--- config.mk ---
export PLATFORM = sky130hd
export DESIGN_NAME = first_fit_peer_slot_scheduler
export DESIGN_NICKNAME = d
export VERILOG_FILES = /design/src/hw/rtl/ffps_pkg.sv /design/src/hw/rtl/ffps_ram.sv /design/src/hw/rtl/ffps_limit.sv /design/src/hw/rtl/ffps_slot_flags.sv /design/src/hw/rtl/first_fit_peer_slot_scheduler.sv
export VERILOG_INCLUDE_DIRS = /design/src /design/src/hw/rtl
export SDC_FILE = /design/constraint.sdc
export NUM_CORES = 1
export LEC_CHECK = 0
export BUFFER_PORTS_ARGS = -buffer_cell sky130_fd_sc_hd__buf_4
export CAP_MARGIN = 20
export CORE_MARGIN = 2
export CORE_UTILIZATION = 50
export DETAILED_ROUTE_END_ITERATION = 8
export MAX_ROUTING_LAYER = met4
export PLACE_DENSITY = 0.66
export SETUP_SLACK_MARGIN = 0.15
export SYNTH_ARGS = -nofsm -noshare
export SYNTH_HDL_FRONTEND = slang
export SYNTH_SLANG_ARGS = --single-unit
--- constraint.sdc ---
create_clock -name clk -period 6.95 [get_ports clk]
set_input_delay 0.695 -clock clk [delete_from_list [all_inputs] [get_ports clk]]
set_output_delay 0.695 -clock clk [all_outputs]
set_load 0.005 [all_outputs]
--- src/hw/rtl/first_fit_peer_slot_scheduler_assert.svh ---
// ----------------------------------------------------------------------------
// Peer slot scheduler assertion macros
// Concurrent checks on clk, disabled while rst is high.
// ----------------------------------------------------------------------------
`ifndef FIRST_FIT_PEER_SLOT_SCHEDULER_ASSERT_SVH
`define FIRST_FIT_PEER_SLOT_SCHEDULER_ASSERT_SVH

// check cons in the same cycle as ante
`define FFPS_ASSERT_NOW(lbl, ante, cons, msg) \
  lbl: assert property (@(posedge clk) disable iff (rst) (ante) |-> (cons)) \
    else $error(msg);

// check cons in the cycle after ante
`define FFPS_ASSERT_NEXT(lbl, ante, cons, msg) \
  lbl: assert property (@(posedge clk) disable iff (rst) (ante) |=> (cons)) \
    else $error(msg);

`endif

--- src/hw/rtl/ffps_pkg.sv ---
// ----------------------------------------------------------------------------
// ffps_pkg
// Shared constants and types of the first-fit peer slot scheduler.
// ----------------------------------------------------------------------------
`timescale 1ns / 1ps
`default_nettype none

package ffps_pkg;

  localparam int PEER_SLOTS  = 16;
  localparam int PROC_BITS   = 8;
  localparam int SLOT_BITS   = $clog2(PEER_SLOTS);
  localparam int TOTAL_BITS  = PROC_BITS + SLOT_BITS;
  localparam int PCT_BITS    = 7;
  localparam int CPU_FULL    = 100;
  localparam int CORE_MAX    = 4095;
  localparam int PROD_BITS   = PROC_BITS + PCT_BITS;
  localparam int RECIP       = (2 ** PROD_BITS) / CPU_FULL;
  localparam int RECIP_BITS  = PROD_BITS - 6;
  localparam int TOTAL_MAX   = PEER_SLOTS * (2 ** PROC_BITS - 1);

  typedef enum logic [1:0] {
    CMD_ADD      = 2'd0,
    CMD_REMOVE   = 2'd1,
    CMD_SCHEDULE = 2'd2,
    CMD_FREE     = 2'd3
  } cmd_t;

  typedef enum logic [1:0] {
    ST_OK   = 2'd0,
    ST_FULL = 2'd1,
    ST_BUSY = 2'd2,
    ST_BAD  = 2'd3
  } status_t;

  typedef struct packed {
    cmd_t        cmd;
    logic [3:0]  peer_slot;
    logic [7:0]  proc_count;
    logic [6:0]  cpu_percent;
  } in_word_t;

  typedef struct packed {
    logic [3:0]  slot_out;
    logic        granted;
    status_t     status_code;
    logic [11:0] free_cores;
  } out_word_t;

  typedef struct packed {
    logic                 start;
    logic [PROC_BITS-1:0] procs;
    logic [PCT_BITS-1:0]  pct;
  } lim_req_t;

  typedef struct packed {
    logic                 done;
    logic [PROC_BITS-1:0] limit;
  } lim_rsp_t;

  typedef struct packed {
    logic                 we;
    logic [SLOT_BITS-1:0] idx;
    logic                 valid;
    logic                 avail;
  } flag_upd_t;

  typedef struct packed {
    logic                  free_found;
    logic [SLOT_BITS-1:0]  free_idx;
    logic                  avail_found;
    logic [SLOT_BITS-1:0]  avail_idx;
    logic [PEER_SLOTS-1:0] valid;
  } flag_view_t;

endpackage

`default_nettype wire

--- src/hw/rtl/ffps_ram.sv ---
// ----------------------------------------------------------------------------
// ffps_ram
// Generic single-write, single-read RAM with registered read data.
// ----------------------------------------------------------------------------
`timescale 1ns / 1ps
`default_nettype none

module ffps_ram #(
  parameter int WIDTH = 8,
  parameter int DEPTH = 16
) (
  input  logic                     clk,
  input  logic                     we,
  input  logic [$clog2(DEPTH)-1:0] waddr,
  input  logic [WIDTH-1:0]         wdata,
  input  logic                     re,
  input  logic [$clog2(DEPTH)-1:0] raddr,
  output logic [WIDTH-1:0]         rdata
);

  logic [WIDTH-1:0] mem [DEPTH];

  always_ff @(posedge clk) begin
    if (we) begin
      mem[waddr] <= wdata;
    end
    if (re) begin
      rdata <= mem[raddr];
    end
  end

endmodule

`default_nettype wire

--- src/hw/rtl/ffps_limit.sv ---
// ----------------------------------------------------------------------------
// ffps_limit
// Thread limit unit: procs * min(pct, 100) / 100 over three pipeline stages,
// division by reciprocal multiply with one correction step.
// ----------------------------------------------------------------------------
`timescale 1ns / 1ps
`default_nettype none

module ffps_limit (
  input  logic               clk,
  input  logic               rst,
  input  ffps_pkg::lim_req_t req,
  output ffps_pkg::lim_rsp_t rsp
);

  import ffps_pkg::*;

  localparam int SCALED_BITS = PROD_BITS + RECIP_BITS;

  logic [PCT_BITS-1:0]    pct_sat;
  logic                   v1;
  logic                   v2;
  logic                   v3;
  logic [PROD_BITS-1:0]   prod;
  logic [PROD_BITS-1:0]   prod2;
  logic [PROC_BITS-1:0]   est;
  logic [PROC_BITS-1:0]   limit;
  logic [SCALED_BITS-1:0] scaled;
  logic [PROD_BITS-1:0]   rem;

  assign pct_sat = (32'(req.pct) > CPU_FULL) ? PCT_BITS'(CPU_FULL) : req.pct;
  assign scaled  = SCALED_BITS'(prod) * SCALED_BITS'(RECIP);
  assign rem     = prod2 - PROD_BITS'(32'(est) * CPU_FULL);

  always_ff @(posedge clk) begin
    if (rst) begin
      v1 <= 1'b0;
      v2 <= 1'b0;
      v3 <= 1'b0;
    end else begin
      v1 <= req.start;
      v2 <= v1;
      v3 <= v2;
    end
    prod  <= PROD_BITS'(req.procs) * PROD_BITS'(pct_sat);
    prod2 <= prod;
    est   <= PROC_BITS'(scaled >> PROD_BITS);
    // estimate is low by at most one
    limit <= est + ((32'(rem) >= CPU_FULL) ? PROC_BITS'(1) : PROC_BITS'(0));
  end

  assign rsp.done  = v3;
  assign rsp.limit = limit;

endmodule

`default_nettype wire

--- src/hw/rtl/ffps_slot_flags.sv ---
// ----------------------------------------------------------------------------
// ffps_slot_flags
// Per-slot valid and free-thread flags with first-fit encoders for the
// lowest empty slot and the lowest slot with a free thread.
// ----------------------------------------------------------------------------
`timescale 1ns / 1ps
`default_nettype none

module ffps_slot_flags (
  input  logic                 clk,
  input  logic                 rst,
  input  ffps_pkg::flag_upd_t  upd,
  output ffps_pkg::flag_view_t view
);

  import ffps_pkg::*;

  logic [PEER_SLOTS-1:0] valid;
  logic [PEER_SLOTS-1:0] avail;

  always_ff @(posedge clk) begin
    if (rst) begin
      valid <= '0;
      avail <= '0;
    end else if (upd.we) begin
      valid[upd.idx] <= upd.valid;
      avail[upd.idx] <= upd.avail;
    end
  end

  always_comb begin
    view.valid       = valid;
    view.free_found  = 1'b0;
    view.free_idx    = '0;
    view.avail_found = 1'b0;
    view.avail_idx   = '0;
    for (int i = PEER_SLOTS - 1; i >= 0; i--) begin
      if (!valid[i]) begin
        view.free_found = 1'b1;
        view.free_idx   = SLOT_BITS'(i);
      end
      if (avail[i]) begin
        view.avail_found = 1'b1;
        view.avail_idx   = SLOT_BITS'(i);
      end
    end
  end

endmodule

`default_nettype wire

--- src/hw/rtl/first_fit_peer_slot_scheduler.sv ---
// ----------------------------------------------------------------------------
// first_fit_peer_slot_scheduler
// Peer table with first-fit job placement. Entry data (processors, thread
// limit, jobs in use) lives in a RAM; valid and free-thread flags and the
// free-core total live in registers.
//
//   port     dir   handshake              payload
//   cmd_*    in    cmd_valid / cmd_ready   ffps_pkg::in_word_t
//   res_*    out   res_valid / res_ready   ffps_pkg::out_word_t
//
// Remove, schedule, free: RAM read on accept, then update; schedule or granted free writes.
// Add: waits in the limit state for the three-stage thread limit unit.
// Table full, no free thread, bad slot: finished in the idle state, no RAM access.
// Reset clears the slot flags and the total at once; no clearing pass.
// A result waits in the output register; the next word is taken meanwhile
// and holds in the done state only if its result finds that register full.
// ----------------------------------------------------------------------------
`timescale 1ns / 1ps
`default_nettype none

module first_fit_peer_slot_scheduler (
  input  logic                clk,
  input  logic                rst,
  input  logic                cmd_valid,
  output logic                cmd_ready,
  input  ffps_pkg::in_word_t  cmd_word,
  output logic                res_valid,
  input  logic                res_ready,
  output ffps_pkg::out_word_t res_word
);

  import ffps_pkg::*;

  `include "first_fit_peer_slot_scheduler_assert.svh"

  typedef struct packed {
    logic [PROC_BITS-1:0] processors;
    logic [PROC_BITS-1:0] thread_limit;
    logic [PROC_BITS-1:0] in_use;
  } entry_t;

  typedef enum logic [1:0] {
    S_IDLE,
    S_LIMIT,
    S_MODIFY,
    S_DONE
  } state_t;

  state_t               state;
  state_t               state_next;
  in_word_t             item;
  in_word_t             item_next;
  logic [SLOT_BITS-1:0] tgt;
  logic [SLOT_BITS-1:0] tgt_next;
  out_word_t            res;
  out_word_t            res_next;
  logic [TOTAL_BITS-1:0] total;
  logic [TOTAL_BITS-1:0] total_next;
  logic [TOTAL_BITS-1:0] diff;
  logic                 res_valid_next;
  logic                 finish;
  logic                 out_free;
  logic                 out_load;

  logic [SLOT_BITS-1:0] in_idx;
  logic                 in_range;
  logic                 slot_ok;

  flag_upd_t            upd;
  flag_view_t           view;
  lim_req_t             lim_req;
  lim_rsp_t             lim_rsp;

  logic                 ram_we;
  entry_t               ram_wdata;
  logic                 ram_re;
  logic [SLOT_BITS-1:0] ram_raddr;
  entry_t               ram_rdata;

  ffps_ram #(
    .WIDTH($bits(entry_t)),
    .DEPTH(PEER_SLOTS)
  ) u_ram (
    .clk  (clk),
    .we   (ram_we),
    .waddr(tgt),
    .wdata(ram_wdata),
    .re   (ram_re),
    .raddr(ram_raddr),
    .rdata(ram_rdata)
  );

  ffps_limit u_limit (
    .clk(clk),
    .rst(rst),
    .req(lim_req),
    .rsp(lim_rsp)
  );

  ffps_slot_flags u_flags (
    .clk (clk),
    .rst (rst),
    .upd (upd),
    .view(view)
  );

  assign in_idx    = SLOT_BITS'(cmd_word.peer_slot);
  assign in_range  = 32'(cmd_word.peer_slot) < PEER_SLOTS;
  assign slot_ok   = in_range && view.valid[in_idx];
  assign cmd_ready = (state == S_IDLE);
  assign out_free  = !res_valid || res_ready;
  assign diff      = TOTAL_BITS'(ram_rdata.processors - ram_rdata.in_use);

  always_comb begin
    state_next    = state;
    item_next     = item;
    tgt_next      = tgt;
    res_next      = res;
    total_next    = total;
    finish        = 1'b0;
    upd           = '0;
    ram_we        = 1'b0;
    ram_wdata     = ram_rdata;
    ram_re        = 1'b0;
    ram_raddr     = in_idx;
    lim_req.start = 1'b0;
    lim_req.procs = PROC_BITS'(cmd_word.proc_count);
    lim_req.pct   = cmd_word.cpu_percent;

    unique case (state)
      S_IDLE: begin
        if (cmd_valid) begin
          item_next            = cmd_word;
          res_next.slot_out    = '0;
          res_next.granted     = 1'b0;
          unique case (cmd_word.cmd)
            CMD_ADD: begin
              if (view.free_found) begin
                tgt_next      = view.free_idx;
                lim_req.start = 1'b1;
                state_next    = S_LIMIT;
              end else begin
                res_next.status_code = ST_FULL;
                finish               = 1'b1;
              end
            end
            CMD_SCHEDULE: begin
              if (view.avail_found) begin
                tgt_next   = view.avail_idx;
                ram_re     = 1'b1;
                ram_raddr  = view.avail_idx;
                state_next = S_MODIFY;
              end else begin
                res_next.status_code = ST_BUSY;
                finish               = 1'b1;
              end
            end
            CMD_REMOVE, CMD_FREE: begin
              if (slot_ok) begin
                tgt_next   = in_idx;
                ram_re     = 1'b1;
                state_next = S_MODIFY;
              end else begin
                res_next.status_code = ST_BAD;
                finish               = 1'b1;
              end
            end
          endcase
        end
      end
      S_LIMIT: begin
        if (lim_rsp.done) begin
          ram_we                 = 1'b1;
          ram_wdata.processors   = PROC_BITS'(item.proc_count);
          ram_wdata.thread_limit = lim_rsp.limit;
          ram_wdata.in_use       = '0;
          upd                    = '{we: 1'b1, idx: tgt, valid: 1'b1,
                                     avail: (lim_rsp.limit != '0)};
          total_next             = total + TOTAL_BITS'(item.proc_count);
          res_next.slot_out      = 4'(tgt);
          res_next.granted       = 1'b1;
          res_next.status_code   = ST_OK;
          finish                 = 1'b1;
        end
      end
      S_MODIFY: begin
        finish               = 1'b1;
        res_next.slot_out    = '0;
        res_next.granted     = 1'b1;
        res_next.status_code = ST_OK;
        unique case (item.cmd)
          CMD_REMOVE: begin
            upd        = '{we: 1'b1, idx: tgt, valid: 1'b0, avail: 1'b0};
            total_next = total - diff;
          end
          CMD_SCHEDULE: begin
            ram_we            = 1'b1;
            ram_wdata.in_use  = ram_rdata.in_use + PROC_BITS'(1);
            upd               = '{we: 1'b1, idx: tgt, valid: 1'b1,
                                  avail: ((ram_rdata.in_use + PROC_BITS'(1))
                                          < ram_rdata.thread_limit)};
            total_next        = total - TOTAL_BITS'(1);
            res_next.slot_out = 4'(tgt);
          end
          CMD_FREE: begin
            if (ram_rdata.in_use == '0) begin
              res_next.granted     = 1'b0;
              res_next.status_code = ST_BAD;
            end else begin
              ram_we           = 1'b1;
              ram_wdata.in_use = ram_rdata.in_use - PROC_BITS'(1);
              upd              = '{we: 1'b1, idx: tgt, valid: 1'b1, avail: 1'b1};
              total_next       = total + TOTAL_BITS'(1);
            end
          end
          CMD_ADD: begin
            res_next.granted     = 1'b0;
            res_next.status_code = ST_BAD;
          end
        endcase
      end
      S_DONE: begin
        finish = 1'b1;
      end
    endcase

    if (finish) begin
      res_next.free_cores = (32'(total_next) > CORE_MAX) ? 12'(CORE_MAX)
                                                         : 12'(total_next);
      state_next          = out_free ? S_IDLE : S_DONE;
    end
    out_load       = finish && out_free;
    res_valid_next = out_load ? 1'b1 : (res_ready ? 1'b0 : res_valid);
  end

  always_ff @(posedge clk) begin
    if (rst) begin
      state     <= S_IDLE;
      total     <= '0;
      res_valid <= 1'b0;
    end else begin
      state     <= state_next;
      total     <= total_next;
      res_valid <= res_valid_next;
    end
    item <= item_next;
    tgt  <= tgt_next;
    res  <= res_next;
    if (out_load) begin
      res_word <= res_next;
    end
  end

  `FFPS_ASSERT_NOW(a_ram_we_state, ram_we, (state == S_LIMIT || state == S_MODIFY), "RAM write outside update")
  `FFPS_ASSERT_NOW(a_lim_state, lim_rsp.done, (state == S_LIMIT), "thread limit outside add")
  `FFPS_ASSERT_NOW(a_total_bound, 1'b1, (32'(total) <= TOTAL_MAX), "free-core total out of range")
  `FFPS_ASSERT_NOW(a_grant_ok, res_valid, (res_word.granted == (res_word.status_code == ST_OK)), "grant and status disagree")
  `FFPS_ASSERT_NEXT(a_add_marks, (state == S_LIMIT && lim_rsp.done), view.valid[tgt], "added slot not valid")

endmodule

`default_nettype wire
# ---- Word-level counts from Yosys, hierarchy flattened
# Memory sizes are Yosys's and may differ from the RTL's. A register that Yosys moved wholly into a read port is not among the register bits.
# Cells that the tools add are included.
dict set report totals {
  reg_bits 148
  mem_bits_rw 384
  in_bits 25
  out_inout_bits 21
  word_cells 178
  memories 1
}
# memory depth word_bits read_ports rd_ports_with_merged_regs write_ports line
set mem_list {}
lappend mem_list {u_ram.mem 16 24 1 1 1 ffps_ram.sv:21} ;# logic [WIDTH-1:0] mem [DEPTH];
dict set report classes {
  add_sub_neg 9
  n_mul 3
  order_cmp 6
  n_eq_ne 15
  muxes 100
  bitwise 3
  n_reduce_logical 18
}
# op count
set op_table {}
lappend op_table {{5-bit 2-to-1 mux} 32}
lappend op_table {{7-bit one-hot mux with 3 select lines} 2}
lappend op_table {{12-bit 2-to-1 mux} 3}
lappend op_table {{12-bit one-hot mux with 3 select lines} 1}
lappend op_table {{7-bit 2-to-1 mux} 5}
lappend op_table {{16-bit bitwise mux} 2}
lappend op_table {{4-bit 2-to-1 mux} 8}
lappend op_table {{8-bit one-hot mux with 2 select lines} 2}
lappend op_table {{24-bit 2-to-1 mux} 1}
lappend op_table {{12-bit one-hot mux with 2 select lines} 1}
lappend op_table {{15-bit by 9-bit multiplier with 23-bit output, second input constant} 1}
lappend op_table {{2-bit 2-to-1 mux} 10}
lappend op_table {{1-bit 2-to-1 mux} 18}
lappend op_table {{16-bit 2-to-1 mux} 1}
lappend op_table {{15-bit by 7-bit >= comparator with 1-bit output, second input constant} 1}
lappend op_table {{8-bit by 7-bit multiplier with 15-bit output} 1}
lappend op_table {{15-bit subtractor} 1}
lappend op_table {{7-bit one-hot mux with 2 select lines} 1}
lappend op_table {{8-bit by 5-bit multiplier with 13-bit output, second input constant} 1}
lappend op_table {{12-bit by 1-bit adder with 12-bit output, second input constant} 1}
lappend op_table {{12-bit by 8-bit adder with 12-bit output} 1}
lappend op_table {{2-bit equality test, second input constant} 6}
lappend op_table {{2-bit one-hot mux with 3 select lines} 2}
lappend op_table {{4-bit one-hot mux with 3 select lines} 1}
lappend op_table {{34 further kinds} 51}

# ---- Depth between registers and ports, before layout
# Gate-level depths: netlist (run 1).
dict set report logic_depth {
  ltp_word 22
  ltp_mapped 22
  depth_no_buf 22
}

# ---- Hierarchy
# Synthesis (run 1) repeated with hierarchy kept, for this count alone.
dict set report unflattened {
  hier_cells 2127
  area_unflattened_um2 28588.7
}
# mod instances cells_each area_per_inst_um2 seq_area_each_um2
set modules_own_cells {}
lappend modules_own_cells {ffps_ram 1 636 15170.8 12251.8}
lappend modules_own_cells {ffps_limit 1 622 6114.6 940.9}
lappend modules_own_cells {first_fit_peer_slot_scheduler 1 656 5685.5 1671.6}
lappend modules_own_cells {ffps_slot_flags 1 213 1617.8 640.6}

# ---- Least setup slack after synthesis (run 1)
# No wires, ideal clock.
dict set report synth_timing {
  path_kind {input -> register}
  startpoint {input cmd_word[5] in the netlist's numbering}
  endpoint {register u_limit.prod[12]}
  setup_time_ns 0.072
  arrival_time_ns 5.082
  path_slack_ns 1.796
  stages 21
  n_path_buf 2
  path_cell_list {clkbuf_1 -> nand2_1 -> a21oi_1 -> or2_2 -> clkbuf_1 -> and2_1 -> fa_1 -> inv_1 -> fa_1 -> inv_1 -> fa_1 -> inv_1 -> fa_1 -> inv_1 -> ha_1 -> nor2b_1 -> o211ai_1 -> nand2_1 -> a41oi_1 -> nor2b_1 -> xnor2_1}
}
dict set report synth_via {
  elab_chain_len 3
}
# item line
set synth_lines {}
lappend synth_lines {{start: declaration} first_fit_peer_slot_scheduler.sv:26} ;# input ffps_pkg::in_word_t cmd_word,
lappend synth_lines {{7-bit greater-than comparator} ffps_limit.sv:31} ;# assign pct_sat = (32'(req.pct) > CPU_FULL) ? PCT_BITS'(CPU_FULL) : req.pct;
lappend synth_lines {{7-bit 2-to-1 mux *} ffps_limit.sv:31}
lappend synth_lines {{8-bit by 7-bit multiplier with 15-bit output *} ffps_limit.sv:45} ;# prod <= PROD_BITS'(req.procs) * PROD_BITS'(pct_sat);
lappend synth_lines {{end signal: assignment} ffps_limit.sv:45}
lappend synth_lines {{end: declaration} ffps_limit.sv:24} ;# logic [PROD_BITS-1:0] prod;
# Mark *: on every way between the ends. The rest lies on a longest branch, timed or not.
# A chain may end at the register's enable or synchronous reset.

# ---- Worst setup path after layout (run 1)
dict set report layout_timing {
  startpoint {register u_limit.est[3]}
  endpoint {register u_limit.limit[2]}
}
dict set report layout_via {
  elab_chain_len 5
}
# item line
set layout_lines {}
lappend layout_lines {{start: declaration} ffps_limit.sv:26} ;# logic [PROC_BITS-1:0] est;
lappend layout_lines {{start signal: assignment} ffps_limit.sv:47} ;# est <= PROC_BITS'(scaled >> PROD_BITS);
lappend layout_lines {{8-bit by 5-bit multiplier with 13-bit output} ffps_limit.sv:33} ;# assign rem = prod2 - PROD_BITS'(32'(est) * CPU_FULL);
lappend layout_lines {{15-bit subtractor} ffps_limit.sv:33}
lappend layout_lines {{15-bit by 7-bit >= comparator with 1-bit output} ffps_limit.sv:49} ;# limit <= est + ((32'(rem) >= CPU_FULL) ? PROC_BITS'(1) : PROC_BITS'(0));
lappend layout_lines {{1-bit 2-to-1 mux} ffps_limit.sv:49}
lappend layout_lines {{8-bit adder} ffps_limit.sv:49}
lappend layout_lines {{end signal: assignment} ffps_limit.sv:49}
lappend layout_lines {{end: declaration} ffps_limit.sv:27} ;# logic [PROC_BITS-1:0] limit;
# Every way passes these cells.

==> metrics.txt, run 1 <==
WP data arrival ~5.6 ns; Worst-path clk slew 0.06 ns; Final ANT Viol Nets 0; Most used DFF post-synth edfxtp_1; post-CTS sizing 0; Clk network pwr share 0.235; setup skew after layout about 0.027 ns; final worst path period need between 5 and 6 ns; ANT cells 0; number of synthesized flops with an enable pin ~440; Req. time, crit path 7.45 ns; WHS about 0.37 ns; Ys Warns 0; reg2reg setup slack 1.86 ns; WL met3 4020 µm; RSZ-0062 raised after global routing false; xor and xnor area share after synthesis 0.0213; Vias around 17k; # DRC 0; initial antenna violation count 0; Die Wd between 200 and 250 µm; WL met1 between 20,000 and 30,000 µm; commonest non-fill, non-tap cell in the layout edfxtp_1; post-synthesis sequential area ratio 0.554; initial detailed-routing violation count between 1k and 1.5k; share of layout cells above drive strength 1 0.136; most frequent cells in the layout 441 x edfxtp_1, 196 x ha_1, 139 x nand2_1; Combinational Power Share 0.461; switching power 4940 µW; core box area 0.0552 mm²; Yosys cell types 71; via density per instance 5.87; startpoint class of the critical path flop; # H-tree levels 2; nets between 2k and 2.5k; placed cell areas 0.0294 mm²; fillers 4,449; run status finished clean; CTS Hold Bufs 0; area of the multi-input gates between 0.01 and 0.015 mm²; CP dominant cell by count ha_1; Area growth syn-to-layout 12.0%; fin. max-slew vios 0; gate count of the mapped netlist slightly above 2k; Period Utilization, post-route 0.732; Yosys reg bits approximately 550; area share of fa/ha/maj cells after synthesis 0.136; Post-Syn Nets approximately 2.4k; clock buffer depth 3; dpl hpwl approximately 42,000 µm; VDD IR max about 0.6 mV; Max Cap Violations 0; IO Port Bufs 45; worst slew pin tran around 1.1 ns; Seq pwr share 0.304; number of global-route vias before repair between 15k and 20k; Syn Area/Cell 13.5 µm²; clk_lat worst skew approximately 0.62 ns; post-synthesis mux area share 0.0933; Total GRT Usage 0.237; Die H 241 µm; WL final roughly 65,000 µm; Initial DRT Pass Iterations 5; PD cells 420 mW/mm²; IO Count 46; Starting Density 0.507; Max stage delay on crit path ~0.66 ns; cell chain of the critical path ha_1 > ha_1 > fa_1 > ha_1 > a21oi_1 > o21bai_1 > a21oi_1 > o21bai_1 > a21oi_1 > xor2_1 > ha_1 > nor2_1 > xnor2_1 > xnor2_1 > nand3_1 > or4b_2 > ha_1 > ha_1 > xor2_1; post-synthesis compound-gate area fraction 0.0849; CP Buf/Inv Count 0; fin area approximately 0.031 mm²; Final Hold Viols 0; Final TNS setup 0 ns; Max Freq 196 MHz; Post-Syn Area between 0.02 and 0.03 mm²; grt ovf 0; max_slew headroom 0.291; CP max-delay cell or4b_2; simple-gate area share of the yosys netlist 0.0810; Final setup viols 0; worst-path maximum fanout 4; hold crit path type primary input to flop; asr flop ratio synth 0; kind of end point of the critical path flop; Internal Pwr Total 8240 µW; TritonCTS clock tree done; pin count of the biggest net entering global routing 81; root buffer selected by CTS clkbuf_16; main combinational cell family by area after synthesis adder cells; Setup Buffers After CTS 0; Reg area 0.0155 mm²; Sink Count between 500 and 600; CTS Buf Count between 50 and 60; wire length per cell 22.1 µm; global-route wire length before repair 101,000 µm; met2 WL 32,200 µm; cell family with most CP delay adder cells; Static Leak 0.0119 µW; Rows 86; die area 0.0579 mm²; Switching Share 0.375; critical path class flop to flop; GPL Wtd Cong 0.910; uppermost layer routed met4
-- worst paths after layout --
check            startpoint          endpoint  depth (start not counted)
max          u_limit.est[3]  u_limit.limit[2]                         19
min             cmd_word[7]           item[7]                          1
max reg2reg  u_limit.est[3]  u_limit.limit[2]                         19
min reg2reg      u_limit.v1        u_limit.v2                          1
-- per-stage QoR --
stage	instances	total power [µW]	util	worst slack (ns)
finish	2946	13200	0.568	1.86
global route	2946	14300	0.568	1.43
floorplan	2073	8460	-	1.80
detailed placement	2836	10100	0.533	1.59
global placement	2835	9980	0.533	1.67
CTS	2944	13300	0.567	1.86
-- final cells by class --
class,count,area share
inverter,133,0.0159
sequential,554,0.495
tap,748,0.0299
clock buffer,65,0.0465
multi-input combinational,1315,0.377
timing repair buffer,88,0.0220
clock inverter,43,0.0140
-- logic make-up (layout without fill, tap and decap cells) --
kind of cell,count (synthesis),in the layout
buffers and inverters,204,329
flip-flops,554,554
AND/OR/NAND/NOR,468,468
adder cells (fa/ha/maj),264,264
XOR/XNOR,68,68
AO/OA/AOI/OAI,352,352
multiplexers,163,163
-- state kept, by name (all words and copies together), names as in the netlist, 12 cells and up --
signal and count:
u_ram.mem 384, u_flags.valid 16, total 12, u_limit.prod 15, res 19, u_ram.rdata 24
u_flags.avail 16, u_limit.prod2 13, res_word 19
-- power groups by stage --
stage               logic [µW]  clock network, µW  registers [µW]
floorplan                 4470                  0            3990
detailed placement        6050                  0            4080
finish                    6080               3090            4010
global placement          5900                  0            4080
global route              6960               3270            4040
CTS                       6160               3140            4020
-- worst register-to-register path, stage by stage, from the launching register on --
cell and delay [ns]:
dfxtp_1 0.41, ha_1 0.27, ha_1 0.29, fa_1 0.47, ha_1 0.35, a21oi_1 0.24
o21bai_1 0.09, a21oi_1 0.23, o21bai_1 0.09, a21oi_1 0.17, xor2_1 0.17, ha_1 0.28
nor2_1 0.16, xnor2_1 0.18, xnor2_1 0.16, nand3_1 0.08, or4b_2 0.66, ha_1 0.26
ha_1 0.24, xor2_1 0.16
-- layer usage --
layer / track usage / vias up
li1: - / 7956
met1: 0.304 / 8706
met2: 0.392 / 525
met3: 0.0356 / 104
met4: 0.0717 / 0
met5: - / -
-- cell usage after synthesis, drive strengths merged (15+ instances only) --
| cell | n | area [µm²] |
|---|---|---|
| nand3 | 31 | 160 |
| mux2i | 71 | 711 |
| edfxtp | 441 | 13200 |
| nor2b | 34 | 220 |
| inv | 132 | 495 |
| a211oi | 27 | 203 |
| dfxtp | 113 | 2260 |
| fa | 68 | 1360 |
| a21oi | 64 | 320 |
| nor2 | 116 | 435 |
| ha | 196 | 2450 |
| a22o | 31 | 272 |
| nand4 | 15 | 93.8 |
| clkbuf | 46 | 173 |
| xor2 | 24 | 210 |
| buf | 25 | 155 |
| nor3 | 28 | 140 |
| mux4 | 77 | 1730 |
| a211o | 24 | 210 |
| a21o | 15 | 113 |
| nand2b | 22 | 138 |
| and2 | 25 | 156 |
| mux2 | 15 | 169 |
| o21ai | 72 | 360 |
| xnor2 | 44 | 385 |
| nand2 | 139 | 522 |
| o22ai | 28 | 175 |
No activity file was read; power rests on OpenSTA's default activity.
==> run 2, diff against run 1 <==
--- a/config.mk
+++ b/config.mk
@@ -12,7 +12,7 @@
 export CORE_UTILIZATION = 50
 export DETAILED_ROUTE_END_ITERATION = 8
 export MAX_ROUTING_LAYER = met4
-export PLACE_DENSITY = 0.66
+export PLACE_DENSITY = 0.68
 export SETUP_SLACK_MARGIN = 0.15
 export SYNTH_ARGS = -nofsm -noshare
 export SYNTH_HDL_FRONTEND = slang
==> constraint.sdc (replaced) <==
create_clock -name clk -period 4.4 [get_ports clk]
set_input_delay 0.44 -clock clk [delete_from_list [all_inputs] [get_ports clk]]
set_output_delay 0.44 -clock clk [all_outputs]
set_load 0.005 [all_outputs]
==> metrics.txt, run 2 (synthesis results as in run 1) <==
run status complete, but fails checks; failing checks setup timing; WL final 67,300 µm (+3.3%); initial detailed-routing violation count 1,478 (+6.7%); critical register-to-register path startpoint u_limit.est[2]; clk_lat worst skew 0.61 ns (about the same); Total GRT Usage 0.243 (+0.00577); TritonCTS clock tree done; ANT cells 0 (unchanged); most frequent cells in the layout 441 x edfxtp_1, 182 x ha_1, 153 x buf_4; Req. time, crit path 4.90 ns (-2.55 ns); VDD IR max 0.723 mV (+20%); critical path class flop to flop; # DRC 0 (unchanged); Die Wd 241 µm (unchanged); final worst path period need 4.44 ns (-0.651 ns); GPL Wtd Cong 0.907 (-0.34%); # H-tree levels 2 (unchanged); commonest non-fill, non-tap cell in the layout edfxtp_1; Vias 17.7k (+2.5%); root buffer selected by CTS clkbuf_16; setup skew after layout 0.0207 ns (-0.00658 ns); fillers 4,341 (-2.4%); core box area 0.0552 mm² (unchanged); Sink Count 554 (unchanged); kind of end point of the critical path flop; Largest register FFs 384 (unchanged); Final TNS setup -0.107 ns (-0.107 ns); via density per instance 5.88 (+0.20%); clock buffer depth 3 (unchanged); Rows 86 (unchanged); Die H 241 µm (unchanged); Most flops, register u_ram.mem; dpl hpwl 43,700 µm (+4.7%); Hold Startpoint cmd_word[7]; max_slew headroom 0.273 (-0.0184); grt ovf 0 (unchanged); nets 2,511 (+3.0%); Initial DRT Pass Iterations 5 (unchanged); Final Hold Viols 0 (unchanged); DP Worst Slack -0.150 ns (-1.74 ns); wire length per cell 22.3 µm (+0.90%); biggest regs u_ram.mem: 384 flops, u_ram.rdata: 24 flops; Period Utilization, post-route 1.01 (+0.276); PD cells 680 mW/mm² (+62%); Final setup viols 4 (+4); post-route setup slack -0.0381 ns (-1.90 ns); Max Cap Violations 0 (unchanged); global-route wire length before repair 102,000 µm (+1.4%); WP data arrival 4.94 ns (-0.64 ns); Final ANT Viol Nets 0 (unchanged); Area growth syn-to-layout 15.3%; worst slew pin tran 1.09 ns (+0.0275 ns); PnR Total Power 22,000 µW (+67%); Static Leak 0.0124 µW (+3.6%); IO Port Bufs 45 (unchanged); CTS Buf Count 54 (-5.3%); die area 0.0579 mm² (unchanged); Finished Core Util 0.585 (+0.0171); CP Launch Point u_limit.est[2]; number of global-route vias before repair 17.8k (+1.6%); WHS 0.114 ns (-0.255 ns); Starting Density 0.507 (unchanged); share of layout cells above drive strength 1 0.195 (+0.0585); hold crit path type primary input to flop; Worst-path clk slew 0.07 ns (about the same); startpoint class of the critical path flop; IO Count 46 (unchanged); fin. max-slew vios 0 (unchanged); Max Freq 225 MHz (+15%); worst-path maximum fanout 4 (unchanged); RSZ-0062 raised after global routing true; initial antenna violation count 0 (unchanged); pin count of the biggest net entering global routing 52 (-36%)
-- run 2: changes by cell type in the layout (fill, tap and decap cells not counted), sizes merged --
cell / delta
inv: +4
bufinv: -2
clkinvlp: +2
clkbuf: -1
buf: +77
clkinv: -11
-- run 2: layout make-up --
cell class	instances	area, µm²	share of cell area
Tap cell	748	936	0.0290
Inverter	133	499	0.0155
Timing Repair Buffer	164	1350	0.0418
Multi-Input combinational cell	1315	12200	0.377
Clock buffer	65	1440	0.0447
Clock inverter	36	382	0.0118
Sequential cell	554	15500	0.481
-- run 2: metrics by stage --
step | instance area, µm² | instances
floorplan | 28300 | 2073
global placement | 30300 | 2908
CTS | 32200 | 3014
global route | 32300 | 3015
finish | 32300 | 3015
detailed placement | 30300 | 2908
-- run 2: layer usage --
layer,GRT usage,vias up,share of wire,routed length (µm)
met1,0.305,8867,0.41,27600
met3,0.0385,161,0.064,4330
li1,-,8089,-,-
met4,0.0834,0,0.035,2340
met5,-,-,0,0
met2,0.402,614,0.49,33000
-- run 2: worst paths after layout --
check | end | slack (ns) | depth (start not counted)
worst max-delay path | u_limit.limit[2] | -0.04 | 19
worst min-delay path | item[7] | 0.11 | 1
worst max register to register | u_limit.limit[2] | -0.04 | 19
worst min register to register | u_limit.prod2[13] | 0.44 | 0
-- run 2: worst max-delay path, stage by stage (launching register included) --
cell and delay, ns:
dfxtp_4 0.38, ha_4 0.28, ha_4 0.19, fa_1 0.48, ha_4 0.31, a21oi_4 0.06, o21bai_1 0.18, a21oi_2 0.09
o21bai_1 0.21, a21oi_2 0.10, xor2_1 0.17, ha_1 0.34, nor2_2 0.15, xnor2_2 0.13, xnor2_1 0.13, nand3_1 0.09
or4b_4 0.53, ha_4 0.20, ha_4 0.17, xor2_1 0.14
-- run 2: timing repair --
action / 4_1_cts / 5_1_grt
endpoints found under the hold margin: 0 / 0
cloned: 0 / 0
endpoints found under the setup margin: 8 / 20
pin swaps: 8 / 3
hold buffers: 0 / 0
buffers inserted: 5 / 0
resized for setup: 10 / 24
-- run 2: where the power goes --
| group | internal, µW | switching (µW) | leakage, µW |
|---|---|---|---|
| sequential | 6000 | 294 | 0.00492 |
| clock | 2720 | 2060 | 0.000901 |
| combinational | 4930 | 5970 | 0.00653 |
| total | 13600 | 8320 | 0.0124 |
